[config.mk]
export PLATFORM = sky130hd
export DESIGN_NAME = r01_cmd_queue
export DESIGN_NICKNAME = d
export VERILOG_FILES = /design/src/rtl/r01_pkg.sv /design/src/rtl/r01_cmd_queue.sv
export SDC_FILE = /design/constraint.sdc
export NUM_CORES = 1
export LEC_CHECK = 0
export BUFFER_PORTS_ARGS = -buffer_cell sky130_fd_sc_hd__buf_4
export CORE_MARGIN = 8
export CORE_UTILIZATION = 56
export CTS_BUF_LIST = sky130_fd_sc_hd__clkbuf_4 sky130_fd_sc_hd__clkbuf_8 sky130_fd_sc_hd__clkbuf_16
export DETAILED_ROUTE_END_ITERATION = 10
export PLACE_DENSITY = 0.84
export SETUP_SLACK_MARGIN = 0.2
export SYNTH_ARGS = -nofsm -noshare
export SYNTH_HDL_FRONTEND = slang
export SYNTH_SLANG_ARGS = --single-unit
[constraint.sdc]
create_clock -name clk -period 15.1 [get_ports clk]
set_clock_uncertainty 0.05 [all_clocks]
set_input_delay 4.53 -clock clk [delete_from_list [all_inputs] [get_ports clk]]
set_output_delay 4.53 -clock clk [all_outputs]
set_load 0.005 [all_outputs]
[src/rtl/r01_pkg.sv]
// Shared types and constants of the RAID 0+1 request splitter.
package r01_pkg;

    localparam int MAX_DEVICES = 16;
    localparam int DEV_W       = 4;
    localparam int ADDR_W      = 48;
    localparam int LEN_W       = 32;
    localparam int TIME_W      = 48;
    localparam int SU_W        = 25;
    localparam int CNT_W       = 5;
    localparam int QUO_W       = 49;
    localparam int CHILD_W     = 5;
    localparam int HALF_W      = 4;
    localparam int IDX_W       = 1;

    localparam logic [IDX_W-1:0] REG_STRIPE_UNIT  = 1'd0;
    localparam logic [IDX_W-1:0] REG_DEVICE_COUNT = 1'd1;

    localparam logic [SU_W-1:0]  SU_RESET  = 25'd4096;
    localparam logic [CNT_W-1:0] CNT_RESET = 5'd4;
    localparam logic [CNT_W-1:0] CNT_MIN   = 5'd2;
    localparam logic [CNT_W-1:0] CNT_MAX   = 5'd16;

    typedef struct packed {
        logic              func;
        logic [ADDR_W-1:0] volume_address;
        logic [LEN_W-1:0]  byte_length;
        logic              is_write;
        logic [TIME_W-1:0] event_time;
        logic [DEV_W-1:0]  device_number;
    } item_t;

    typedef struct packed {
        logic [DEV_W-1:0]   device_index;
        logic [ADDR_W-1:0]  device_offset;
        logic [LEN_W-1:0]   extent_length;
        logic               write_kind;
        logic [CHILD_W-1:0] child_number;
        logic               last;
    } result_t;

    typedef struct packed {
        logic [ADDR_W-1:0]      addr;
        logic [QUO_W-1:0]       last_byte;
        logic                   wr;
        logic [MAX_DEVICES-1:0] take;
        logic [HALF_W-1:0]      half;
        logic [SU_W-1:0]        su;
    } cmd_t;

    typedef enum logic [3:0] {
        BK_IDLE,
        BK_DIV_SU,
        BK_WAIT_SU,
        BK_DIV_H,
        BK_WAIT_H,
        BK_COL,
        BK_MUL_LO,
        BK_MUL_HI,
        BK_MUL_LEN,
        BK_EMIT,
        BK_FIN
    } back_state_t;

endpackage

[src/rtl/r01_cmd_queue.sv]
// Two-entry queue of classified requests between front and back.
module r01_cmd_queue (
    input  logic          clk,
    input  logic          rst_n,
    input  logic          push,
    input  r01_pkg::cmd_t push_data,
    input  logic          pop,
    output logic          full,
    output logic          empty,
    output r01_pkg::cmd_t head
);

    r01_pkg::cmd_t mem [2];
    logic          wp_reg;
    logic          rp_reg;
    logic [1:0]    count_reg;

    assign full  = (count_reg == 2'd2);
    assign empty = (count_reg == 2'd0);
    assign head  = mem[rp_reg];

    always_ff @(posedge clk or negedge rst_n)
    begin
        if (!rst_n)
        begin
            wp_reg    <= 1'b0;
            rp_reg    <= 1'b0;
            count_reg <= 2'd0;
        end
        else
        begin
            if (push)
            begin
                wp_reg <= !wp_reg;
            end
            if (pop)
            begin
                rp_reg <= !rp_reg;
            end
            count_reg <= count_reg + {1'b0, push} - {1'b0, pop};
        end
    end

    always_ff @(posedge clk)
    begin
        if (push)
        begin
            mem[wp_reg] <= push_data;
        end
    end

endmodule

After elaboration in Yosys (flattened, before gate mapping)
Memory sizes are Yosys's and may differ from the RTL's. Cells that the tools add are included.

Flip-flop bits (word level): 4. Memory bits (writable): 286. Bits of input ports: 147. Output and inout port bits: 145. Logic and storage cells: 12. Memories: 1.

Memory list: mem (words 2, width 143, read ports 1, clocked after memory_dff 0, write ports 1, RTL line r01_cmd_queue.sv:13) `r01_pkg::cmd_t mem [2];`.

Add/sub/neg operators: 2. Equal/unequal tests: 1. Mux-type cells: 2. Reductions and logical operators: 3.

Operators by type and width (number): adder 2 x 1 -> 2 bit (1); == test 2 bit, second input constant (1); logical NOT 1 bit (2); logical NOT 2 bit (1); 2-to-1 mux 1 bit (2); subtractor 2 x 1 -> 2 bit (1).

Logic depth before layout (Yosys ltp)
Depth after elaboration: 2. Gate-level depth with buffers: 5. Gate-level depth less buffers: 5.

Worst setup path before layout
Ideal clock, no wire load.

Kind: input-to-reg. From: input port push. To: memory mem[0][0] (netlist bit) (enable). Setup time: 664 ps. Arrival: 10719 ps. Data required time: 14386 ps. Path slack: 3667 ps. Stages on the path: 1. Path buffers: 0. Cell sequence: nor2b_1.

Word-level cells in the longest chain between the ends: 2.

Ends and longest elaborated chain: start: declaration (RTL line r01_cmd_queue.sv:5) `input logic push,`; 2-to-1 mux 1 bit (RTL line r01_cmd_queue.sv:46) `if (push)`; 2-to-1 mux 1 bit (not written as such) (RTL line r01_cmd_queue.sv:48) `mem[wp_reg] <= push_data;`; end: declaration (RTL line r01_cmd_queue.sv:13).

Every way passes these cells.

==> run summary <==
The antenna diode instance count is 0, and the global placer's final weighted congestion is 0.796. The net count of the finished layout is 919. Data on the critical path arrives at its endpoint at 3.35 ns. For the pin with the worst max-slew slack, the measured transition is 1.11 ns. Timing would allow up to 0.126 GHz. In this run the remaining antenna-violating nets after routing total 0.

The multi-input combinational cells in the finished layout cover a total of 0.00193 mm2. Number of cells after detailed placement: 973. The clock drives 290 sinks.

The slowest stage of the critical path is the dfrtp_4 cell. Clock-pin slew was measured on the worst setup and hold paths at 0.06 ns. The final critical-path required period is 7.93 ns, and the register bit total from synthesis is 290. The number of DRC markers in iteration 0 was 210.

Pin placement for this block handled 292 I/O pins. The tools report the Yosys warning count as 0. From bottom edge to top edge, the die measures 155 um. Setup violations remaining at the end of the flow were counted as 0. Fraction of synthesized cell area taken by the top area cell type: 0.799.

The cell area reported after detailed placement is 0.0131 mm2. The wire-length estimate of the detail-placed layout is 16.0 mm. The overall track demand over capacity in global routing came out at 0.189. After floorplanning, the core was divided into 50 placement rows.

The number of max-slew violations in the final report was 0. First-pass GRT wire length: 34.5 mm. The final worst-path cycle share was 0.525. Setup repair after global routing left no endpoint under its margin. Remaining global-route overflow: 0.

The run gives 0.573 as the effective utilization at floorplan. In this run the worst path has a maximum fanout of 73. The summed instance area of the synthesized netlist is 0.0108 mm2.

The logs give 0.808 for the part of the Yosys area used for sequential elements and 23.3 mm for the total routed wirelength. The worst setup path is of the reg -> out kind. The die outline width works out to 155 um.

Dividing total power by cell area gives a power density of 187 mW/mm2. The worst setup path is launched from a flop. After detailed routing, the number of remaining DRC violations is 0. The biggest area contributor in the post-synthesis netlist is edfxtp_1. The final hold violation count came out at 0. In this run, post-CTS hold repair placed 0 buffers. The logs give 5,500 for the total via count in the routed design and 10.52 ns for the required time of the worst setup path. The tightest slew margin relative to the limit is 0.260, and the maximum cell stage delay along the critical path is 1.14 ns. The buffer type at the clock tree root was clkbuf_16. The cell family contributing the most delay on the critical path is flip-flops. The library cell used most frequently in the layout, excluding fill and tap cells, is buf_4. The switching portion of total power came out at 0.253. The proportion of layout cells with a drive suffix above 1 was 0.624; the routed via count divided by cell count was 5.36. The CTS H-tree depth was 1; the area of all placed cells without fillers was 0.0142 mm2. The critical path contains buffers and inverters numbering 2 combined. The critical path goes through buf_4 -> mux2_2 -> buf_4. In the final timing run, aggregate negative setup slack is 0 ns. The combinational share of power is 0.284. The largest net degree at the start of global routing came out at 76. The core region is 0.0188 mm2. The number of buffers created by CTS is 29. TritonCTS built the clock tree.

The switching power is 0.670 mW, and the count of distinct cell types in the synthesized netlist is 13. The design draws 2.65 mW. The die covers 0.0239 mm2. The run gives 5.53 nW as the leakage dissipation.

Critical path's most frequent cell: buf_4. For the via count of the first global-routing pass, the log shows 6,123. The top cell types in the final layout, fill and taps aside, are buf_4 (295), edfxtp_1 (286), mux2_2 (83). The share of total power in the clock network was 0.279; the layout overhead on the synthesized area was 31.7%. The tools report the number of antenna violations at the first check in global routing as 0. The tools report the count of instances resized after the clock tree is built as 0. Across the whole layout, storage elements account for 0.00869 mm2.

The first TritonRoute pass finished after 4 iterations. The number of flip-flops under the largest register name works out to 286. Internal power comes to 1.98 mW. The number of standard cells after synthesis is 460, and the average cell area after synthesis is 23.4 um2.

In this run the post-CTS setup repair buffer count came out at 0. The tools report the fill cell total of the finished layout as 1,024. The latest clock arrival within the worst-skew pair is 0.51 ns.

The number of cells in the finished layout apart from fillers was 1,026. The tools report the sequential group share of total power as 0.437. The number of I/O port buffers came out at 291. The tool flagged a number of max-cap violations equal to 0. Ranked by total cell area, the synthesized netlist is headed by edfxtp_1 (80%), mux2_2 (8.7%), mux2_4 (8.4%), dfrtp_1 (0.93%), buf_6 (0.84%).

The worst IR drop on VDD was 0.114 mV; the detailed-route wire length per cell was 22.7 um. The flow ran to the end, and the final reports show no timing, DRC or antenna violations. The run gives 609 as the net count of the mapped netlist. The path class of the tightest hold or removal check is reg -> reg. The type of element capturing the critical path was an output pin. Largest buffer count on any clock path: 3.
-- logic make-up after synthesis --
| group | Yosys count | synth area share |
|---|---|---|
| flip-flops | 290 | 0.808 |
| multiplexers | 143 | 0.171 |
| buffers and inverters | 18 | 0.0128 |
| AND/OR/NAND/NOR | 4 | 0.00209 |
| XOR/XNOR | 3 | 0.00384 |
| adder cells (fa/ha/maj) | 2 | 0.00233 |
-- cell usage after synthesis --
cell type,count
mux2_2,83
and2_1,1
xor2_1,2
edfxtp_1,286
nor2_1,1
mux2_4,60
inv_1,2
buf_6,8
ha_1,2
dfrtp_1,4
buf_2,8
xor3_1,1
nor2b_1,2
-- final timing paths --
| check | cells after the start | to | slack [ns] | startpoint |
|---|---|---|---|---|
| worst max-delay path | 3 | head[138] | 7.17 | rp_reg$_DFFE_PN0P_ |
| worst min-delay path | 1 | wp_reg$_DFFE_PN0P_ | 0.52 | wp_reg$_DFFE_PN0P_ |
| worst max register to register | 3 | mem[0][13]$_DFFE_PP_ | 12.41 | wp_reg$_DFFE_PN0P_ |
| worst min register to register | 1 | wp_reg$_DFFE_PN0P_ | 0.52 | wp_reg$_DFFE_PN0P_ |
| max in group asynchronous | 1 | rp_reg$_DFFE_PN0P_ | 11.14 | rst_n |
| min in group asynchronous | 1 | count_reg[0]$_DFF_PN0_ | 3.74 | rst_n |
-- layer usage --
metal,global-route usage,vias to the layer above,wire length [um]
met5,0,-,0
met1,0.209,2738,8500
met4,0.0579,0,568
li1,-,2449,-
met3,0.0724,34,2480
met2,0.331,279,11800
-- metrics by stage --
step,setup WS [ns],utilization,hold WS [ns]
3_5_place_dp,7.72,0.700,0.494
3_3_place_gp,7.81,0.700,0.480
5_1_grt,7.04,0.754,0.518
4_1_cts,7.14,0.754,0.509
6_report,7.17,0.754,0.519
2_1_floorplan,3.67,-,0.405
-- power groups by stage --
stage / clock network [mW] / registers [mW] / logic, mW
finish: 0.738 / 1.16 / 0.752
global route: 0.785 / 1.17 / 0.804
CTS: 0.753 / 1.16 / 0.768
detailed placement: 0 / 1.17 / 0.761
global placement: 0 / 1.16 / 0.739
floorplan: 0 / 1.14 / 0.442
-- cell type report --
cell class                      count  area share
Sequential cell                   290       0.614
Timing Repair Buffer              295       0.156
Multi-Input combinational cell    152       0.137
Clock buffer                       42      0.0599
Tap cell                          234      0.0207
Clock inverter                     11      0.0117
Inverter                            2    0.000530
-- worst reg2reg max path: cells and delay by family (launching register included) --
| family | cells | cell delay (ns) |
|---|---|---|
| DFF | 1 | 0.43 |
| buffers and inverters | 2 | 1.65 |
| and+or+nand+nor | 1 | 0.12 |
Note: power is estimated with default switching activity, not from simulation.
