`config.mk`:
```
export PLATFORM = sky130hd
export DESIGN_NAME = r01_front
export DESIGN_NICKNAME = d
export VERILOG_FILES = /design/src/rtl/r01_pkg.sv /design/src/rtl/r01_front.sv
export SDC_FILE = /design/constraint.sdc
export NUM_CORES = 2
export LEC_CHECK = 0
export CORE_UTILIZATION = 60
export CTS_BUF_LIST = sky130_fd_sc_hd__clkbuf_2 sky130_fd_sc_hd__clkbuf_4 sky130_fd_sc_hd__clkbuf_8
export CTS_CLUSTER_SIZE = 8
export DETAILED_ROUTE_END_ITERATION = 8
export DONT_BUFFER_PORTS = 1
export HOLD_SLACK_MARGIN = 0.02
export PLACE_DENSITY = 0.79
export SETUP_SLACK_MARGIN = 0.5
export SLEW_MARGIN = 30
export SYNTH_ARGS = -nofsm -noshare
export SYNTH_HDL_FRONTEND = slang
export SYNTH_SLANG_ARGS = --single-unit
export TNS_END_PERCENT = 10
```
`constraint.sdc`:
```
create_clock -name clk -period 3.84 [get_ports clk]
set_input_delay 0.384 -clock clk [delete_from_list [all_inputs] [get_ports clk]]
set_output_delay 0.384 -clock clk [all_outputs]
set_load 0.01 [all_outputs]
```
`src/rtl/r01_pkg.sv`:
```
// Shared types and constants of the RAID 0+1 request splitter.
package r01_pkg;

    localparam int MAX_DEVICES = 16;
    localparam int DEV_W       = 4;
    localparam int ADDR_W      = 48;
    localparam int LEN_W       = 32;
    localparam int TIME_W      = 48;
    localparam int SU_W        = 25;
    localparam int CNT_W       = 5;
    localparam int QUO_W       = 49;
    localparam int CHILD_W     = 5;
    localparam int HALF_W      = 4;
    localparam int IDX_W       = 1;

    localparam logic [IDX_W-1:0] REG_STRIPE_UNIT  = 1'd0;
    localparam logic [IDX_W-1:0] REG_DEVICE_COUNT = 1'd1;

    localparam logic [SU_W-1:0]  SU_RESET  = 25'd4096;
    localparam logic [CNT_W-1:0] CNT_RESET = 5'd4;
    localparam logic [CNT_W-1:0] CNT_MIN   = 5'd2;
    localparam logic [CNT_W-1:0] CNT_MAX   = 5'd16;

    typedef struct packed {
        logic              func;
        logic [ADDR_W-1:0] volume_address;
        logic [LEN_W-1:0]  byte_length;
        logic              is_write;
        logic [TIME_W-1:0] event_time;
        logic [DEV_W-1:0]  device_number;
    } item_t;

    typedef struct packed {
        logic [DEV_W-1:0]   device_index;
        logic [ADDR_W-1:0]  device_offset;
        logic [LEN_W-1:0]   extent_length;
        logic               write_kind;
        logic [CHILD_W-1:0] child_number;
        logic               last;
    } result_t;

    typedef struct packed {
        logic [ADDR_W-1:0]      addr;
        logic [QUO_W-1:0]       last_byte;
        logic                   wr;
        logic [MAX_DEVICES-1:0] take;
        logic [HALF_W-1:0]      half;
        logic [SU_W-1:0]        su;
    } cmd_t;

    typedef enum logic [3:0] {
        BK_IDLE,
        BK_DIV_SU,
        BK_WAIT_SU,
        BK_DIV_H,
        BK_WAIT_H,
        BK_COL,
        BK_MUL_LO,
        BK_MUL_HI,
        BK_MUL_LEN,
        BK_EMIT,
        BK_FIN
    } back_state_t;

endpackage

```
`src/rtl/r01_front.sv`:
```
// Front end: configuration, failure table, read toggle and copy selection.
module r01_front (
    input  logic                      clk,
    input  logic                      rst_n,
    input  logic                      push,
    input  logic                      full,
    input  r01_pkg::item_t            item,
    input  logic                      cfg_write,
    input  logic [r01_pkg::IDX_W-1:0] cfg_index,
    input  logic [r01_pkg::SU_W-1:0]  cfg_data,
    output logic                      cmd_push,
    output r01_pkg::cmd_t             cmd
);

    logic [r01_pkg::SU_W-1:0]        su_reg;
    logic [r01_pkg::CNT_W-1:0]       cnt_reg;
    logic                            lower_reg;
    logic [r01_pkg::MAX_DEVICES-1:0] failed_reg;
    logic [r01_pkg::TIME_W-1:0]      ftime_reg [r01_pkg::MAX_DEVICES];

    logic                            accept;
    logic [r01_pkg::CNT_W-1:0]       cnt;
    logic [r01_pkg::HALF_W-1:0]      half;
    logic [r01_pkg::MAX_DEVICES-1:0] down;
    logic [r01_pkg::MAX_DEVICES-1:0] take;

    assign accept = push && !full;

    always_ff @(posedge clk or negedge rst_n)
    begin
        if (!rst_n)
        begin
            su_reg     <= r01_pkg::SU_RESET;
            cnt_reg    <= r01_pkg::CNT_RESET;
            lower_reg  <= 1'b1;
            failed_reg <= '0;
        end
        else
        begin
            if (cfg_write)
            begin
                unique case (cfg_index)
                    r01_pkg::REG_STRIPE_UNIT:  su_reg  <= cfg_data;
                    r01_pkg::REG_DEVICE_COUNT: cnt_reg <= cfg_data[r01_pkg::CNT_W-1:0];
                    default: ;
                endcase
            end
            if (accept && item.func)
            begin
                failed_reg[item.device_number] <= 1'b1;
            end
            if (accept && !item.func && !item.is_write)
            begin
                lower_reg <= !lower_reg;
            end
        end
    end

    always_ff @(posedge clk)
    begin
        if (accept && item.func)
        begin
            ftime_reg[item.device_number] <= item.event_time;
        end
    end

    always_comb
    begin
        logic [r01_pkg::DEV_W-1:0] pi;
        logic [r01_pkg::DEV_W-1:0] ci;
        cnt = cnt_reg;
        if (cnt < r01_pkg::CNT_MIN)
        begin
            cnt = r01_pkg::CNT_MIN;
        end
        if (cnt > r01_pkg::CNT_MAX)
        begin
            cnt = r01_pkg::CNT_MAX;
        end
        half = cnt[r01_pkg::CNT_W-1:1];
        for (int i = 0; i < r01_pkg::MAX_DEVICES; i++)
        begin
            down[i] = failed_reg[i] && (ftime_reg[i] <= item.event_time);
        end
        for (int i = 0; i < r01_pkg::MAX_DEVICES; i++)
        begin
            pi = r01_pkg::DEV_W'(i) + half;
            ci = r01_pkg::DEV_W'(i) - half;
            if (item.is_write)
            begin
                take[i] = !down[i];
            end
            else if (r01_pkg::CNT_W'(i) < {1'b0, half})
            begin
                take[i] = lower_reg ? !down[i] : down[pi];
            end
            else
            begin
                take[i] = lower_reg ? down[ci] : !down[i];
            end
        end
    end

    assign cmd_push       = accept && !item.func && (item.byte_length != '0);
    assign cmd.addr       = item.volume_address;
    assign cmd.last_byte  = {1'b0, item.volume_address}
                            + {17'b0, item.byte_length} - 49'd1;
    assign cmd.wr         = item.is_write;
    assign cmd.take       = take;
    assign cmd.half       = half;
    assign cmd.su         = (su_reg == '0) ? r01_pkg::SU_W'(1) : su_reg;

endmodule

```
* Word level (Yosys, flattened, before mapping)
Memory sizes are Yosys's and may differ from the RTL's. Index checks and enable logic that the tools add are counted.
Storage, ports and cells: register bits 47, bits in latches 0, bits in writable memories 768, ROM bits 0, output and inout port bits 144, word-level logic and storage cells 282, memories kept 1
Cells by class: $add $sub $neg 32, multiply operators 0, divide/modulo/power cells 0, $lt $le $gt $ge 66, equality and inequality tests 0, shift operators 0, muxes and demuxes 131, bitwise operators 2, reductions and logical operators 46
Memory list:
- ftime_reg | words 16, bits a word 48, rd ports 16, clocked after memory_dff 0, write ports 1, RTL line r01_front.sv:19 | logic [r01_pkg::TIME_W-1:0] ftime_reg [r01_pkg::MAX_DEVICES];
Operators by type and width (number):
- less-or-equal comparator 48 bit | 16
- < comparator 4 x 5 -> 1 bit, second input constant | 32
- binary-select mux 1 bit (select 4 bit) | 31
- two-way mux 1 bit | 96
- adder 48 x 32 -> 49 bit | 1
- subtractor 49 x 1 -> 49 bit, second input constant | 1
- nonzero test 32 bit | 1
- subtractor 4 bit, first input constant | 8
- adder 4 bit, first input constant | 7
- < comparator 4 bit, first input constant | 7
- zero test 25 bit | 1
- two-way mux 25 bit | 1
- logical AND 1 bit | 22
- zero test 1 bit | 20
- adder 3 x 4 -> 4 bit, first input constant | 4
- < comparator 3 x 4 -> 1 bit, first input constant | 4
- bitwise OR 16 bit | 1
- subtractor 3 x 4 -> 4 bit, first input constant | 4
- two-way mux 5 bit | 2
- adder 2 x 4 -> 4 bit, first input constant | 2
- < comparator 1 x 4 -> 1 bit, first input constant | 2
- < comparator 2 x 4 -> 1 bit, first input constant | 2
- subtractor 1 x 4 -> 4 bit, first input constant | 2
- subtractor 2 x 4 -> 4 bit, first input constant | 2
- 7 further kinds | 8

* Longest topological paths before layout
depth in word-level cells 10, mapped depth 17

* Least setup slack after synthesis
No wires, ideal clock.
kind input to register, start point input push, end point memory ftime_reg[0][0] (netlist name), enable pin, library setup time 0.515 ns, arrival 4.435 ns, path slack -1.110 ns, stages 5, buffers on the path 1, cell sequence nor2b_1 -> nand2_1 -> or3_1 -> clkbuf_1 -> nor3_1
Between the ends: cells in the longest elaborated chain, start to end 4
Ends and longest elaborated chain:
- start, declared | RTL line r01_front.sv:5 | input logic push,
- logical AND 1 bit | RTL line r01_front.sv:27 | assign accept = push && !full;
- logical AND 1 bit | RTL line r01_front.sv:61 | if (accept && item.func)
- two-way mux 1 bit | RTL line r01_front.sv:61
- two-way mux 1 bit (not written as such) | RTL line r01_front.sv:63 | ftime_reg[item.device_number] <= item.event_time;
- end, declared | RTL line r01_front.sv:19
Every way passes these cells.

==> results_dict.tcl <==
set metrics [dict create \
    min_period_over_period 1.32 \
    async_flop_share 0.0565 \
    ant_nets 0 \
    clk_path_buf_depth 3 \
    cts_buffers 138 \
    met1_usage 0.458 \
    totalWireLength_mm 148 \
    reg2reg_depth 2 \
    placementRows 102 \
    fp.dieW_um 283 \
    maxCapViolCount 0 \
    synthFlopType "edfxtp_1" \
    antenna_found_initial 8 \
    r2r-end "su_reg[15]" \
    internal_power_mw 15.8 \
    grt-busiest-layer "met2" \
    io_pins 309 \
    area_growth_pct 20.6 \
    min_path_cells 2 \
    critPathLaunchType "flip-flop" \
    via_per_inst 6.53 \
    final_area_mm2 0.0573 \
    p_per_area_mw_per_mm2 388 \
    cp.arrival_ps 4670 \
    switchingPower_mw 6.40 \
    grt_setup_unrepaired "yes" \
    dp.cells 5278 \
    hp-start "cfg_write" \
    place_area_mm2 0.0524 \
    hold_violations 0 \
    pwr-share-seq 0.450 \
    cp.required_ps 3460 \
    cp_max_fo 3 \
    ir_drop_v 0.000386 \
    crit_path_end_kind "primary output" \
    initial_core_util 0.610 \
    drt_pass1_iterations 6 \
    htree_levels 4 \
    setup_slack_ps -1220 \
    grt_pass1_vias 36689 \
    largest_reg_flops 768 \
    p_clk_frac 0.352 \
    post-dp-hpwl_mm 99.7 \
    syn_area_mm2 0.0475 \
    synth.distinct_cells 94 \
    grt_use_met3 0.0887 \
    worstSetupPathType "flip-flop to primary output" \
    routedWlPerCell_um 26.1 \
    syn-instance-count 3826 \
    hold_class "input pin to flip-flop" \
    drc 0 \
    fin_tns_setup_ps -16250 \
    grt_pass1_wl_mm 217 \
    p_comb_frac 0.198 \
    placement.io_buffers 0 \
    die_h_um 283 \
    cts_sinks 814 \
    core_area_mm2 0.0778 \
    grt_overflow 0 \
    grt_max_degree 50 \
    ys_ff_latch 814 \
    switching_share 0.288 \
    timing.hold.ws_ps 85.0 \
    leakage_nw 24.0 \
    worstHoldEndpoint "su_reg[1]" \
    drt_iter0_drc 4562 \
    avgSynthCellArea_um2 12.4 \
    syn_nets 4848 \
    layout-drive-gt1-share 0.219 \
    violations "setup timing" \
    tightest_slew_ps 991 \
    pre_cts_ws_ps -1290 \
    track_usage 0.359 \
    slew_violations 0 \
    die_area_mm2 0.0803 \
    cts_tree "done" \
    clk_latency_ps 800 \
    power.total_mw 22.2 \
    r2r_slack_ps 2370 \
    outcome "complete, but fails checks" \
    synth_enable_flop_cells 768 \
    final_cells 5643 \
    r2r_start "su_reg[15]" \
    slew_headroom 0.337 \
    yosys_warnings 0 \
    ys_seq_area_frac 0.510 \
    vias 36834 \
    utilization 0.736 \
    cts-root-buf "clkbuf_8" \
    skew_ps 0 \
    period_needed_ps 5060 \
    gp_congestion 0.949 \
    max_freq_mhz 198 \
    setup_viol 21 \
    clk_pin_slew_ps 60 \
    use_met2 0.561 \
    final_nets 5517 \
]
-- synth_stat cells, types with 6 or more instances --
master / count / share of area
a22oi_1: 11 / 0.0017
buf_4: 50 / 0.0079
o21bai_1: 12 / 0.0019
mux4_2: 8 / 0.0038
nor2b_1: 28 / 0.0037
nand4_1: 166 / 0.022
nor2_1: 116 / 0.0092
xnor2_1: 32 / 0.0059
xor2_1: 17 / 0.0031
dfrtp_1: 43 / 0.023
a2111oi_0: 12 / 0.0022
and3_1: 8 / 0.0011
a221oi_1: 16 / 0.0030
o211ai_1: 24 / 0.0038
nand3_1: 91 / 0.0096
inv_1: 251 / 0.020
a211oi_1: 31 / 0.0049
a221o_1: 8 / 0.0017
o21a_1: 18 / 0.0028
nand2b_1: 18 / 0.0024
o21ai_1: 15 / 0.0016
o21ai_0: 124 / 0.013
a211o_1: 15 / 0.0028
o31ai_1: 6 / 0.00095
ha_1: 856 / 0.23
and4_1: 20 / 0.0037
mux2_2: 33 / 0.0078
o211a_1: 6 / 0.0013
nor3_1: 44 / 0.0046
a21oi_1: 386 / 0.041
edfxtp_1: 768 / 0.49
or2_2: 16 / 0.0021
nand2_1: 227 / 0.018
nor4_2: 6 / 0.0016
a31oi_1: 10 / 0.0013
mux2i_1: 41 / 0.0086
a21o_1: 97 / 0.015
nor4_1: 42 / 0.0055
clkbuf_1: 46 / 0.0036
-- worst max-delay path, cell delays in order (launching register included) --
cell	delay, ps
edfxtp_1	390
ha_1	340
nand4_1	270
nor4_2	350
buf_4	230
nand4_1	180
a21oi_2	200
a2111oi_2	70
o21ai_0	300
buf_4	220
mux2i_2	100
buf_4	160
mux4_2	480
mux2_2	280
mux2i_1	160
o21bai_1	140
-- final cells by class --
cell class / instances / area [um^2]
multi-input combinational: 2655 / 23000
timing repair buffer: 632 / 5160
clock inverter: 49 / 307
tap: 1040 / 1300
inverter: 254 / 953
antenna: 4 / 10.0
fill: 4803 / 20600
sequential: 814 / 24200
clock buffer: 195 / 2370
-- cells in the final DEF, fill, tap and decap left out, types with 23 or more instances in the layout --
| cell | synthesis | final |
|---|---|---|
| nand3_1 | 91 | 82 |
| clkbuf_4 | 0 | 50 |
| o211ai_1 | 24 | 24 |
| nand4_1 | 166 | 166 |
| nor2b_1 | 28 | 27 |
| xnor2_1 | 32 | 23 |
| buf_4 | 50 | 524 |
| a21o_1 | 97 | 97 |
| clkinv_1 | 1 | 31 |
| dlygate4sd3_1 | 0 | 87 |
| dfrtp_1 | 43 | 43 |
| nand2_1 | 227 | 224 |
| ha_1 | 856 | 841 |
| o21ai_0 | 124 | 116 |
| clkbuf_8 | 0 | 145 |
| edfxtp_1 | 768 | 768 |
| nor3_1 | 44 | 35 |
| nor2_1 | 116 | 100 |
| nor4_1 | 42 | 29 |
| mux2i_1 | 41 | 35 |
| mux2_2 | 33 | 33 |
| a21oi_1 | 386 | 367 |
| a211oi_1 | 31 | 28 |
| inv_1 | 251 | 248 |
-- worst max path at each step --
stage                      from         endpoint  slack [ps]  cells after the start
6_report       ftime_reg[9][22]          cmd[29]       -1220                     15
3_5_place_dp           item[36]          cmd[29]       -1290                     16
5_1_grt        ftime_reg[9][22]          cmd[29]       -1310                     15
2_1_floorplan              push  ftime_reg[8][0]        -800                      3
4_1_cts        ftime_reg[3][37]          cmd[35]        -940                     14
3_3_place_gp           item[33]          cmd[29]       -1190                     16
-- power groups by stage --
stage	clock network, mW	registers, mW	logic, mW
5_1_grt	8.21	10.0	4.72
2_1_floorplan	0	10.1	2.43
6_report	7.82	10.0	4.40
3_5_place_dp	0	10.2	3.67
4_1_cts	7.80	10.0	4.15
3_3_place_gp	0	10.2	3.57
-- metal layers --
metal / wire length (um) / share of wire
met2: 66800 / 0.45
met3: 17300 / 0.12
met4: 9450 / 0.064
met5: 54 / 0.00037
met1: 53900 / 0.37
-- what timing repair did --
action / CTS / global route
hold buffers: 88 / 0
endpoints found under the setup margin: 41 / 43
pin swaps: 70 / 46
gates resized for setup: 137 / 66
setup buffers: 19 / 10
hold endpoints to repair: 871 / 0
-- cells by family (layout without fill, tap and decap cells) --
logic type,Yosys count,in the layout,synth area share
buf+inv,357,1130,0.0322
compound gates,843,843,0.110
flops,814,814,0.510
xor+xnor,49,49,0.00904
other cells,0,4,0
simple gates,818,818,0.0895
fa+ha+maj,857,857,0.226
mux,88,88,0.0231
Power figures use the tool's default switching activity.
