==> src/rtl/r01_pkg.sv <==
// Shared types and constants of the RAID 0+1 request splitter.
package r01_pkg;

    localparam int MAX_DEVICES = 16;
    localparam int DEV_W       = 4;
    localparam int ADDR_W      = 48;
    localparam int LEN_W       = 32;
    localparam int TIME_W      = 48;
    localparam int SU_W        = 25;
    localparam int CNT_W       = 5;
    localparam int QUO_W       = 49;
    localparam int CHILD_W     = 5;
    localparam int HALF_W      = 4;
    localparam int IDX_W       = 1;

    localparam logic [IDX_W-1:0] REG_STRIPE_UNIT  = 1'd0;
    localparam logic [IDX_W-1:0] REG_DEVICE_COUNT = 1'd1;

    localparam logic [SU_W-1:0]  SU_RESET  = 25'd4096;
    localparam logic [CNT_W-1:0] CNT_RESET = 5'd4;
    localparam logic [CNT_W-1:0] CNT_MIN   = 5'd2;
    localparam logic [CNT_W-1:0] CNT_MAX   = 5'd16;

    typedef struct packed {
        logic              func;
        logic [ADDR_W-1:0] volume_address;
        logic [LEN_W-1:0]  byte_length;
        logic              is_write;
        logic [TIME_W-1:0] event_time;
        logic [DEV_W-1:0]  device_number;
    } item_t;

    typedef struct packed {
        logic [DEV_W-1:0]   device_index;
        logic [ADDR_W-1:0]  device_offset;
        logic [LEN_W-1:0]   extent_length;
        logic               write_kind;
        logic [CHILD_W-1:0] child_number;
        logic               last;
    } result_t;

    typedef struct packed {
        logic [ADDR_W-1:0]      addr;
        logic [QUO_W-1:0]       last_byte;
        logic                   wr;
        logic [MAX_DEVICES-1:0] take;
        logic [HALF_W-1:0]      half;
        logic [SU_W-1:0]        su;
    } cmd_t;

    typedef enum logic [3:0] {
        BK_IDLE,
        BK_DIV_SU,
        BK_WAIT_SU,
        BK_DIV_H,
        BK_WAIT_H,
        BK_COL,
        BK_MUL_LO,
        BK_MUL_HI,
        BK_MUL_LEN,
        BK_EMIT,
        BK_FIN
    } back_state_t;

endpackage

==> src/rtl/r01_div.sv <==
// Restoring divider, one quotient bit per cycle.
module r01_div (
    input  logic                      clk,
    input  logic                      rst_n,
    input  logic                      start,
    input  logic [r01_pkg::QUO_W-1:0] dividend,
    input  logic [r01_pkg::SU_W-1:0]  divisor,
    output logic                      busy,
    output logic [r01_pkg::QUO_W-1:0] quotient,
    output logic [r01_pkg::SU_W-1:0]  remainder
);

    logic [r01_pkg::QUO_W-1:0] quo_reg;
    logic [r01_pkg::SU_W-1:0]  rem_reg;
    logic [r01_pkg::SU_W-1:0]  div_reg;
    logic [5:0]                cnt_reg;
    logic                      busy_reg;
    logic [r01_pkg::SU_W:0]    shifted;
    logic                      fits;

    assign shifted   = {rem_reg, quo_reg[r01_pkg::QUO_W-1]};
    assign fits      = shifted >= {1'b0, div_reg};
    assign busy      = busy_reg;
    assign quotient  = quo_reg;
    assign remainder = rem_reg;

    always_ff @(posedge clk or negedge rst_n)
    begin
        if (!rst_n)
        begin
            busy_reg <= 1'b0;
            cnt_reg  <= '0;
        end
        else if (start)
        begin
            busy_reg <= 1'b1;
            cnt_reg  <= 6'(r01_pkg::QUO_W);
        end
        else if (busy_reg)
        begin
            cnt_reg <= cnt_reg - 6'd1;
            if (cnt_reg == 6'd1)
            begin
                busy_reg <= 1'b0;
            end
        end
    end

    always_ff @(posedge clk)
    begin
        if (start)
        begin
            quo_reg <= dividend;
            rem_reg <= '0;
            div_reg <= divisor;
        end
        else if (busy_reg)
        begin
            rem_reg <= fits ? r01_pkg::SU_W'(shifted - {1'b0, div_reg})
                            : shifted[r01_pkg::SU_W-1:0];
            quo_reg <= {quo_reg[r01_pkg::QUO_W-2:0], fits};
        end
    end

endmodule

==> src/rtl/r01_back.sv <==
// Back end: stripe arithmetic, per-device extent sequencer and result queue.
module r01_back (
    input  logic             clk,
    input  logic             rst_n,
    input  logic             cmd_empty,
    input  r01_pkg::cmd_t    cmd,
    output logic             cmd_pop,
    input  logic             pop,
    output logic             empty,
    output r01_pkg::result_t result
);

    r01_pkg::back_state_t       state_reg;
    r01_pkg::back_state_t       state_next;
    r01_pkg::cmd_t              cmd_reg;
    logic [r01_pkg::SU_W-1:0]   ra_reg;
    logic [r01_pkg::SU_W-1:0]   rb_reg;
    logic [r01_pkg::DEV_W-1:0]  dev_reg;
    logic [r01_pkg::QUO_W-1:0]  row1_reg;
    logic [r01_pkg::LEN_W-1:0]  n_reg;
    logic [r01_pkg::SU_W-1:0]   head_reg;
    logic [r01_pkg::SU_W-1:0]   tail_reg;
    logic [r01_pkg::ADDR_W-1:0] off_reg;
    logic [r01_pkg::LEN_W-1:0]  len_reg;
    r01_pkg::result_t           pend_reg;
    logic                       pend_valid_reg;
    logic [r01_pkg::CHILD_W-1:0] child_reg;

    r01_pkg::result_t           oq [2];
    logic                       oq_wp_reg;
    logic                       oq_rp_reg;
    logic [1:0]                 oq_cnt_reg;
    logic                       oq_full;
    logic                       out_push;
    r01_pkg::result_t           out_data;
    logic                       out_pop;

    logic                       div_start;
    logic                       stage_h;
    logic                       busy_a;
    logic                       busy_b;
    logic [r01_pkg::QUO_W-1:0]  quo_a;
    logic [r01_pkg::QUO_W-1:0]  quo_b;
    logic [r01_pkg::SU_W-1:0]   rem_a;
    logic [r01_pkg::SU_W-1:0]   rem_b;
    logic [r01_pkg::SU_W-1:0]   divisor;

    logic [r01_pkg::DEV_W-1:0]  col;
    logic [r01_pkg::HALF_W-1:0] r0;
    logic [r01_pkg::HALF_W-1:0] rl;
    logic                       lo_bump;
    logic                       hi_drop;
    logic [r01_pkg::QUO_W-1:0]  row1;
    logic [r01_pkg::QUO_W-1:0]  row2;
    logic                       col_ok;
    logic                       last_dev;
    logic [31:0]                mul_a;
    logic [56:0]                prod;

    assign stage_h   = (state_reg == r01_pkg::BK_DIV_H);
    assign div_start = (state_reg == r01_pkg::BK_DIV_SU) || stage_h;
    assign divisor   = stage_h ? {21'b0, cmd_reg.half} : cmd_reg.su;

    r01_div u_div_a (
        .clk       (clk),
        .rst_n     (rst_n),
        .start     (div_start),
        .dividend  (stage_h ? quo_a : {1'b0, cmd_reg.addr}),
        .divisor   (divisor),
        .busy      (busy_a),
        .quotient  (quo_a),
        .remainder (rem_a)
    );

    r01_div u_div_b (
        .clk       (clk),
        .rst_n     (rst_n),
        .start     (div_start),
        .dividend  (stage_h ? quo_b : cmd_reg.last_byte),
        .divisor   (divisor),
        .busy      (busy_b),
        .quotient  (quo_b),
        .remainder (rem_b)
    );

    assign r0      = rem_a[r01_pkg::HALF_W-1:0];
    assign rl      = rem_b[r01_pkg::HALF_W-1:0];
    assign col     = (dev_reg < cmd_reg.half) ? dev_reg : dev_reg - cmd_reg.half;
    assign lo_bump = col < r0;
    assign hi_drop = col > rl;
    assign row1    = quo_a + {48'b0, lo_bump};
    assign row2    = quo_b - {48'b0, hi_drop};
    assign col_ok  = cmd_reg.take[dev_reg]
                     && (({1'b0, row1} + {49'b0, hi_drop}) <= {1'b0, quo_b});
    assign last_dev = ({1'b0, dev_reg} == ({cmd_reg.half, 1'b0} - 5'd1));

    always_comb
    begin
        case (state_reg)
            r01_pkg::BK_MUL_LO: mul_a = {8'b0, row1_reg[23:0]};
            r01_pkg::BK_MUL_HI: mul_a = {8'b0, row1_reg[47:24]};
            default:            mul_a = n_reg;
        endcase
    end

    assign prod = mul_a * cmd_reg.su;

    always_comb
    begin
        state_next = state_reg;
        cmd_pop    = 1'b0;
        out_push   = 1'b0;
        out_data   = pend_reg;
        unique case (state_reg)
            r01_pkg::BK_IDLE:
            begin
                if (!cmd_empty)
                begin
                    cmd_pop    = 1'b1;
                    state_next = r01_pkg::BK_DIV_SU;
                end
            end
            r01_pkg::BK_DIV_SU: state_next = r01_pkg::BK_WAIT_SU;
            r01_pkg::BK_WAIT_SU:
            begin
                if (!busy_a && !busy_b)
                begin
                    state_next = r01_pkg::BK_DIV_H;
                end
            end
            r01_pkg::BK_DIV_H: state_next = r01_pkg::BK_WAIT_H;
            r01_pkg::BK_WAIT_H:
            begin
                if (!busy_a && !busy_b)
                begin
                    state_next = r01_pkg::BK_COL;
                end
            end
            r01_pkg::BK_COL:
            begin
                if (col_ok)
                begin
                    state_next = r01_pkg::BK_MUL_LO;
                end
                else if (last_dev)
                begin
                    state_next = r01_pkg::BK_FIN;
                end
            end
            r01_pkg::BK_MUL_LO: state_next = r01_pkg::BK_MUL_HI;
            r01_pkg::BK_MUL_HI: state_next = r01_pkg::BK_MUL_LEN;
            r01_pkg::BK_MUL_LEN: state_next = r01_pkg::BK_EMIT;
            r01_pkg::BK_EMIT:
            begin
                if (!(pend_valid_reg && oq_full))
                begin
                    out_push   = pend_valid_reg;
                    state_next = last_dev ? r01_pkg::BK_FIN : r01_pkg::BK_COL;
                end
            end
            r01_pkg::BK_FIN:
            begin
                out_data.last = 1'b1;
                if (!pend_valid_reg)
                begin
                    state_next = r01_pkg::BK_IDLE;
                end
                else if (!oq_full)
                begin
                    out_push   = 1'b1;
                    state_next = r01_pkg::BK_IDLE;
                end
            end
            default: state_next = r01_pkg::BK_IDLE;
        endcase
    end

    always_ff @(posedge clk or negedge rst_n)
    begin
        if (!rst_n)
        begin
            state_reg      <= r01_pkg::BK_IDLE;
            pend_valid_reg <= 1'b0;
        end
        else
        begin
            state_reg <= state_next;
            if (state_reg == r01_pkg::BK_EMIT && state_next != r01_pkg::BK_EMIT)
            begin
                pend_valid_reg <= 1'b1;
            end
            else if (state_reg == r01_pkg::BK_FIN)
            begin
                pend_valid_reg <= pend_valid_reg && oq_full;
            end
        end
    end

    always_ff @(posedge clk)
    begin
        unique case (state_reg)
            r01_pkg::BK_IDLE:
            begin
                cmd_reg <= cmd;
            end
            r01_pkg::BK_WAIT_SU:
            begin
                ra_reg <= rem_a;
                rb_reg <= rem_b;
            end
            r01_pkg::BK_WAIT_H:
            begin
                dev_reg   <= '0;
                child_reg <= r01_pkg::CHILD_W'(1);
            end
            r01_pkg::BK_COL:
            begin
                row1_reg <= row1;
                n_reg    <= row2[r01_pkg::LEN_W-1:0] - row1[r01_pkg::LEN_W-1:0] + 32'd1;
                head_reg <= (col == r0) ? ra_reg : '0;
                tail_reg <= (col == rl) ? cmd_reg.su - 25'd1 - rb_reg : '0;
                if (!col_ok)
                begin
                    dev_reg <= dev_reg + 4'd1;
                end
            end
            r01_pkg::BK_MUL_LO:
            begin
                off_reg <= prod[r01_pkg::ADDR_W-1:0] + {23'b0, head_reg};
            end
            r01_pkg::BK_MUL_HI:
            begin
                off_reg <= off_reg + {prod[23:0], 24'b0};
            end
            r01_pkg::BK_MUL_LEN:
            begin
                len_reg <= prod[r01_pkg::LEN_W-1:0] - {7'b0, head_reg} - {7'b0, tail_reg};
            end
            r01_pkg::BK_EMIT:
            begin
                if (state_next != r01_pkg::BK_EMIT)
                begin
                    pend_reg.device_index  <= dev_reg;
                    pend_reg.device_offset <= off_reg;
                    pend_reg.extent_length <= len_reg;
                    pend_reg.write_kind    <= cmd_reg.wr;
                    pend_reg.child_number  <= child_reg;
                    pend_reg.last          <= 1'b0;
                    child_reg              <= child_reg + 5'd1;
                    dev_reg                <= dev_reg + 4'd1;
                end
            end
            default: ;
        endcase
    end

    assign oq_full = (oq_cnt_reg == 2'd2);
    assign empty   = (oq_cnt_reg == 2'd0);
    assign result  = oq[oq_rp_reg];
    assign out_pop = pop && !empty;

    always_ff @(posedge clk or negedge rst_n)
    begin
        if (!rst_n)
        begin
            oq_wp_reg  <= 1'b0;
            oq_rp_reg  <= 1'b0;
            oq_cnt_reg <= 2'd0;
        end
        else
        begin
            if (out_push)
            begin
                oq_wp_reg <= !oq_wp_reg;
            end
            if (out_pop)
            begin
                oq_rp_reg <= !oq_rp_reg;
            end
            oq_cnt_reg <= oq_cnt_reg + {1'b0, out_push} - {1'b0, out_pop};
        end
    end

    always_ff @(posedge clk)
    begin
        if (out_push)
        begin
            oq[oq_wp_reg] <= out_data;
        end
    end

endmodule

==> config.mk <==
export PLATFORM = sky130hd
export DESIGN_NAME = r01_back
export DESIGN_NICKNAME = d
export VERILOG_FILES = /design/src/rtl/r01_pkg.sv /design/src/rtl/r01_div.sv /design/src/rtl/r01_back.sv
export SDC_FILE = /design/constraint.sdc
export NUM_CORES = 2
export LEC_CHECK = 0
export BUFFER_PORTS_ARGS = -buffer_cell sky130_fd_sc_hd__buf_2
export CELL_PAD_IN_SITES_DETAIL_PLACEMENT = 1
export CELL_PAD_IN_SITES_GLOBAL_PLACEMENT = 1
export CORE_MARGIN = 2
export CORE_UTILIZATION = 50
export CTS_BUF_LIST = sky130_fd_sc_hd__clkbuf_2 sky130_fd_sc_hd__clkbuf_4 sky130_fd_sc_hd__clkbuf_8
export DETAILED_ROUTE_END_ITERATION = 16
export GPL_TIMING_DRIVEN = 0
export PLACE_DENSITY_LB_ADDON = 0.25
export SETUP_SLACK_MARGIN = 0.2
export SYNTH_ARGS = -nofsm -noshare
export SYNTH_HDL_FRONTEND = slang
export SYNTH_SLANG_ARGS = --single-unit
==> constraint.sdc <==
create_clock -name clk -period 46.1 [get_ports clk]
set_input_delay 2.305 -clock clk [delete_from_list [all_inputs] [get_ports clk]]
set_output_delay 2.305 -clock clk [all_outputs]
set_load 0.005 [all_outputs]
Word level (Yosys, flattened, before mapping)
Memory sizes are Yosys's and may differ from the RTL's.
Index checks and enable logic that the tools add are counted.
W data, S select, Z words.
- add/sub/neg operators: 21
- multiply operators: 1
- div/mod/pow operators: 0
- magnitude comparators: 7
- eq/ne operators: 20
- shift operators: 0
- mux-type cells: 50
- bitwise logic cells: 0
- reduce and logical (&&, ||, !) cells: 24
- operators with widths (operator ; count):
    $mux W49 ; 6
    $pmux W48 S2 ; 1
    $sub A25 B25 Y25 ; 3
    $pmux W32 S2 ; 1
    $sub A32 B25 Y32 ; 2
    $ge A26 B25 Y1 ; 2
    $mux W4 ; 13
    $add A49 B1 Y50 ; 1
    $le A50 B49 Y1 ; 1
    $mux W25 ; 2
    $add A49 B1 Y49 ; 1
    $add A48 B25 Y48 ; 1
    $add A48 B48 Y48 ; 1
    $mul A32 B25 Y48 ; 1
    $pmux W4 S11 ; 1
    $add A32 B1 Y32 const B ; 1
    $sub A32 B1 Y32 ; 1
    $sub A32 B32 Y32 ; 1
    $sub A25 B1 Y25 const B ; 1
    $mux W6 ; 4
    $mux W1 ; 17
    $eq A4 B3 Y1 const B ; 4
    $eq A4 B4 Y1 const B ; 3
    $eq A6 B1 Y1 const B ; 2
    other kinds (32) ; 52
- register bits: 698
- bits in latches: 0
- RAM bits: 182
- bits in read-only memories: 0
- input port bits: 147
- output and inout port bits: 93
- logic and storage cells: 160
- memories kept: 1
- memory list (memory ; depth ; bits a word ; read ports ; clocked after Yosys merged registers in ; wr ports ; RTL line ; text):
    oq ; 2 ; 91 ; 1 ; 0 ; 1 ; r01_back.sv:29 ; r01_pkg::result_t oq [2];

Logic depth before layout (Yosys ltp)
- depth after elaboration: 12
- gate-level depth with buffers: 46
- depth with buffers taken out: 41

Modules after synthesis
From an unflattened synthesis, not the netlist that was laid out.
- cell total of the unflattened synthesis: 6596
- area total of the unflattened synthesis: 71944.0 µm²
- by module, submodules not included (module ; times used ; cells an instance ; area an instance (µm²) ; sequential area each (µm²)):
    r01_back ; 1 ; 5626 ; 60618.1 ; 20764.9
    r01_div ; 2 ; 485 ; 5662.9 ; 2897.8

Worst setup path before layout
OpenSTA, ideal clock, no wires.
- path type: register to output
- start point: register state_reg[1]
- end point: output port cmd_pop
- arrival: 15.089 ns
- data required time: 43.795 ns
- path slack: 28.706 ns
- stages on the path, launching flop included: 5
- path buffers: 2
- cell sequence: dfrtp_1 clkbuf_1 clkbuf_1 nor4_1 nor2b_1
- word-level cells in the longest chain between the ends: 2
- ends and longest elaborated chain (element ; RTL line ; text):
    start: declaration ; r01_back.sv:13 ; r01_pkg::back_state_t state_reg;
    start signal: assignment ; r01_back.sv:182 ; state_reg <= r01_pkg::BK_IDLE;
    start signal: assignment ; r01_back.sv:187 ; state_reg <= state_next;
    $logic_not A4 Y1 ; r01_back.sv:114 ; unique case (state_reg)
    $mux W1 ; r01_back.sv:114 ;
    end: declaration ; r01_back.sv:7 ; output logic cmd_pop,
No other way between the ends.

Worst setup path after layout
- start point: register state_reg[3]
- end point: register off_reg[41] (netlist name) (data pin)
- word-level cells in the longest chain between the ends: 5
- elaborated cells between the ends (all ways): 7
- those cells by class: 2 x add/sub; 1 x mul; 2 x eq/ne; 2 x mux
- ends and longest elaborated chain (element ; RTL line ; text):
    $eq A4 B3 Y1 ; r01_back.sv:99, r01_back.sv:201 ;
    $pmux W32 S2 ; r01_back.sv:99 ; case (state_reg)
    $mul A32 B25 Y48 ; r01_back.sv:106 ; assign prod = mul_a * cmd_reg.su;
    $add A48 B48 Y48 or $add A48 B25 Y48 (tied branches) ; r01_back.sv:233, r01_back.sv:229 ;
    $pmux W48 S2 (*) ; r01_back.sv:201 ; unique case (state_reg)
    end signal: assignment ; r01_back.sv:229 ; off_reg <= prod[r01_pkg::ADDR_W-1:0] + {23'b0, head_reg};
    end signal: assignment ; r01_back.sv:233 ; off_reg <= off_reg + {prod[23:0], 24'b0};
    end: declaration ; r01_back.sv:23 ; logic [r01_pkg::ADDR_W-1:0] off_reg;
Mark *: on every way between the ends. The rest lies on a longest branch, timed or not.
A chain may end at the register's enable or synchronous reset.

==> metrics.md <==
| Metric | Value |
|---|---|
| DRC viols | `0` |
| Top post-synthesis cells by area | `edfxtp_1, fa_1, ha_1` |
| FMAX | `74.7 MHz` |
| Vias in the first global route | `55800` |
| Synthesized cell area | `69400 µm²` |
| Critical path class | `reg2reg` |
| # H-tree levels | `4` |
| Worst path required time | `46670 ps` |
| Worst setup path startpoint | `state_reg[3]$_DFF_PN0_` |
| Area taken by multi-input logic gates | `38900 µm²` |
| CTS Sinks | `880` |
| Final period util | `29.1%` |
| First-pass GRT wire length | `341000 µm` |
| Row cnt | `136` |
| Routed wire per std cell | `25.6 µm` |
| Syn Nets | `7841` |
| Post-CTS setup buffer count | `0` |
| Final hold violations | `0` |
| Worst-Skew Late Latency | `880 ps` |
| Largest net degree at the start of global routing | `81` |
| Num ports | `240` |
| Critical path's top delay family | `adder cells` |
| FF+latch area | `25800 µm²` |
| Top-area cell type share of the netlist area | `34.9%` |
| Initial drt markers | `3760` |
| Synth Register Bits | `880` |
| Critical Path Slowest Stage Cell | `clkbuf_1` |
| Outcome | `finished, final reports clean` |
| Max-slew violation count | `0` |
| Layout cells sized above 1 | `9.83%` |
| Startpoint Class | `flip-flop` |
| Setup TNS | `0 ps` |
| Dpl hpwl | `181000 µm` |
| Post-CTS sizing | `0` |
| Mapped Cells | `6553` |
| Number of port buffers | `239` |
| Core Area | `138000 µm²` |
| Yosys warns | `0` |
| Final setup vio count | `0` |
| Initial core utilization | `50.4%` |
| CP arrival | `13960 ps` |
| Die W | `377 µm` |
| Post-synth EDFFs | `807` |
| CTS Buf Count | `149` |
| Root Buffer | `clkbuf_8` |
| Final WL | `228000 µm` |
| Slew headroom | `13.8%` |
| Via count | `51500` |
| Die height | `377 µm` |
| Clk pin slew, worst setup/hold paths | `60 ps` |
| Post-synth top flop | `edfxtp_1` |
| Post-synth ARST share | `2.61%` |
| Hold_buf cts | `0` |
| Final nets | `8267` |
| Top cell by count, worst path | `inv_1` |
| Worst Path Buf+Inv | `13` |
| Die ar. | `142000 µm²` |
| CP Capture Type | `flip-flop` |
| Worst Clk Skew | `55.6 ps` |
| CP peak stage delay | `720 ps` |
| Drt first pass iters | `7` |
| Gr usage total | `32.4%` |
| Max Cap Viol | `0` |
| Slew of the pin with the lowest slew margin | `1290 ps` |
| GPL Wtd Cong | `0.970` |
| Netlist cell types | `88` |
| Fillers | `15000` |
| Biggest area consumer among synthesized cells | `edfxtp_1` |
| Fin crit period | `13390 ps` |
| Antenna violations before repair | `16` |
| Number of flip-flops in the largest register | `182` |
| Hold path start | `off_reg[12]$_DFFE_PP_` |
| RSZ-0062 raised after global routing | `no` |
| CP Max Fanout | `10` |
| Area Growth Syn to Fin | `10.1%` |
| CTS tree | `built` |
| Clk buf depth | `3` |
| Worst R2R Start | `state_reg[3]$_DFF_PN0_` |
| Sequential area share after synthesis | `37.2%` |
| Vias per inst | `5.79` |
| GRT overflow | `0` |
| Antenna Nets Post-Route | `0` |
| Synthesized area per cell | `10.6 µm²` |
| Hold Path Class | `reg2reg` |
-- cells in the mapped netlist, drive strengths merged, types with 50 or more instances --
master / count
mux2: 97
a21oi: 247
and3: 105
nand2: 840
inv: 996
xnor2: 229
nor2b: 69
clkbuf: 250
dfxtp: 50
fa: 686
and2: 286
xor2: 112
nand3: 87
o21ai: 240
nor2: 252
edfxtp: 807
nor3: 67
ha: 455
a21o: 92
-- area by class of cell --
type	count	area share [%]
Antenna cell	12	0.0393
Buffer	265	1.32
Clock buffer	204	3.31
Clock inverter	57	0.628
Inverter	996	4.90
Multi-Input combinational cell	4412	50.9
Sequential cell	880	33.8
Tap cell	1794	2.94
Timing Repair Buffer	275	2.15
-- cells in the final DEF (no fill, tap or decap), types with 231 or more instances in the layout --
cell	n
inv_1	995
nand2_1	840
edfxtp_1	807
fa_1	686
ha_1	455
and2_1	284
clkbuf_1	249
nor2_1	248
a21oi_1	246
buf_2	242
o21ai_0	231
-- worst paths after layout --
check | depth (start not counted) | endpoint | slack [ps]
setup / recovery | 43 | off_reg[41]$_DFFE_PN_ | 32710
hold / removal | 0 | out_data[51]$_DFFE_PP_ | 410
setup reg to reg | 43 | off_reg[41]$_DFFE_PN_ | 32710
hold reg to reg | 0 | out_data[51]$_DFFE_PP_ | 410
max in group asynchronous | 1 | u_div_b.cnt_reg[2]$_DFFE_PN0P_ | 44260
min in group asynchronous | 1 | state_reg[0]$_DFF_PN0_ | 1440
-- kinds of logic after synthesis --
family | after synthesis | synth area share [%]
AOI/OAI and AO/OA | 894 | 8.33
DFF | 880 | 37.2
buffers and inverters | 1261 | 6.84
adders and majority gates | 1141 | 28.0
and+or+nand+nor | 1915 | 13.3
muxes | 121 | 2.01
xor gates and xnor gates | 341 | 4.30
-- layer usage --
layer	routed length, µm	up-vias	track usage, %
li1	-	22600	-
met1	89500	26200	40.0
met2	107000	2085	52.9
met3	15700	672	5.81
met4	15800	8	19.9
met5	70	-	0
-- through the flow --
step                instances  util, %  instance area, µm²  setup slack (ps)  hold WS, ps
floorplan                6553        -               69400             28710          400
global placement         8586     52.9               72800             22920          403
detailed placement       8622     53.3               73300             32910          406
CTS                      8883     55.5               76300             32850          403
global route             8885     55.5               76300             32140          417
finish                   8895     55.5               76400             32710          406
Power is left out: the tool's default activity adds up to more than one toggle a clock period on the data nets, which glitch-free logic cannot reach.
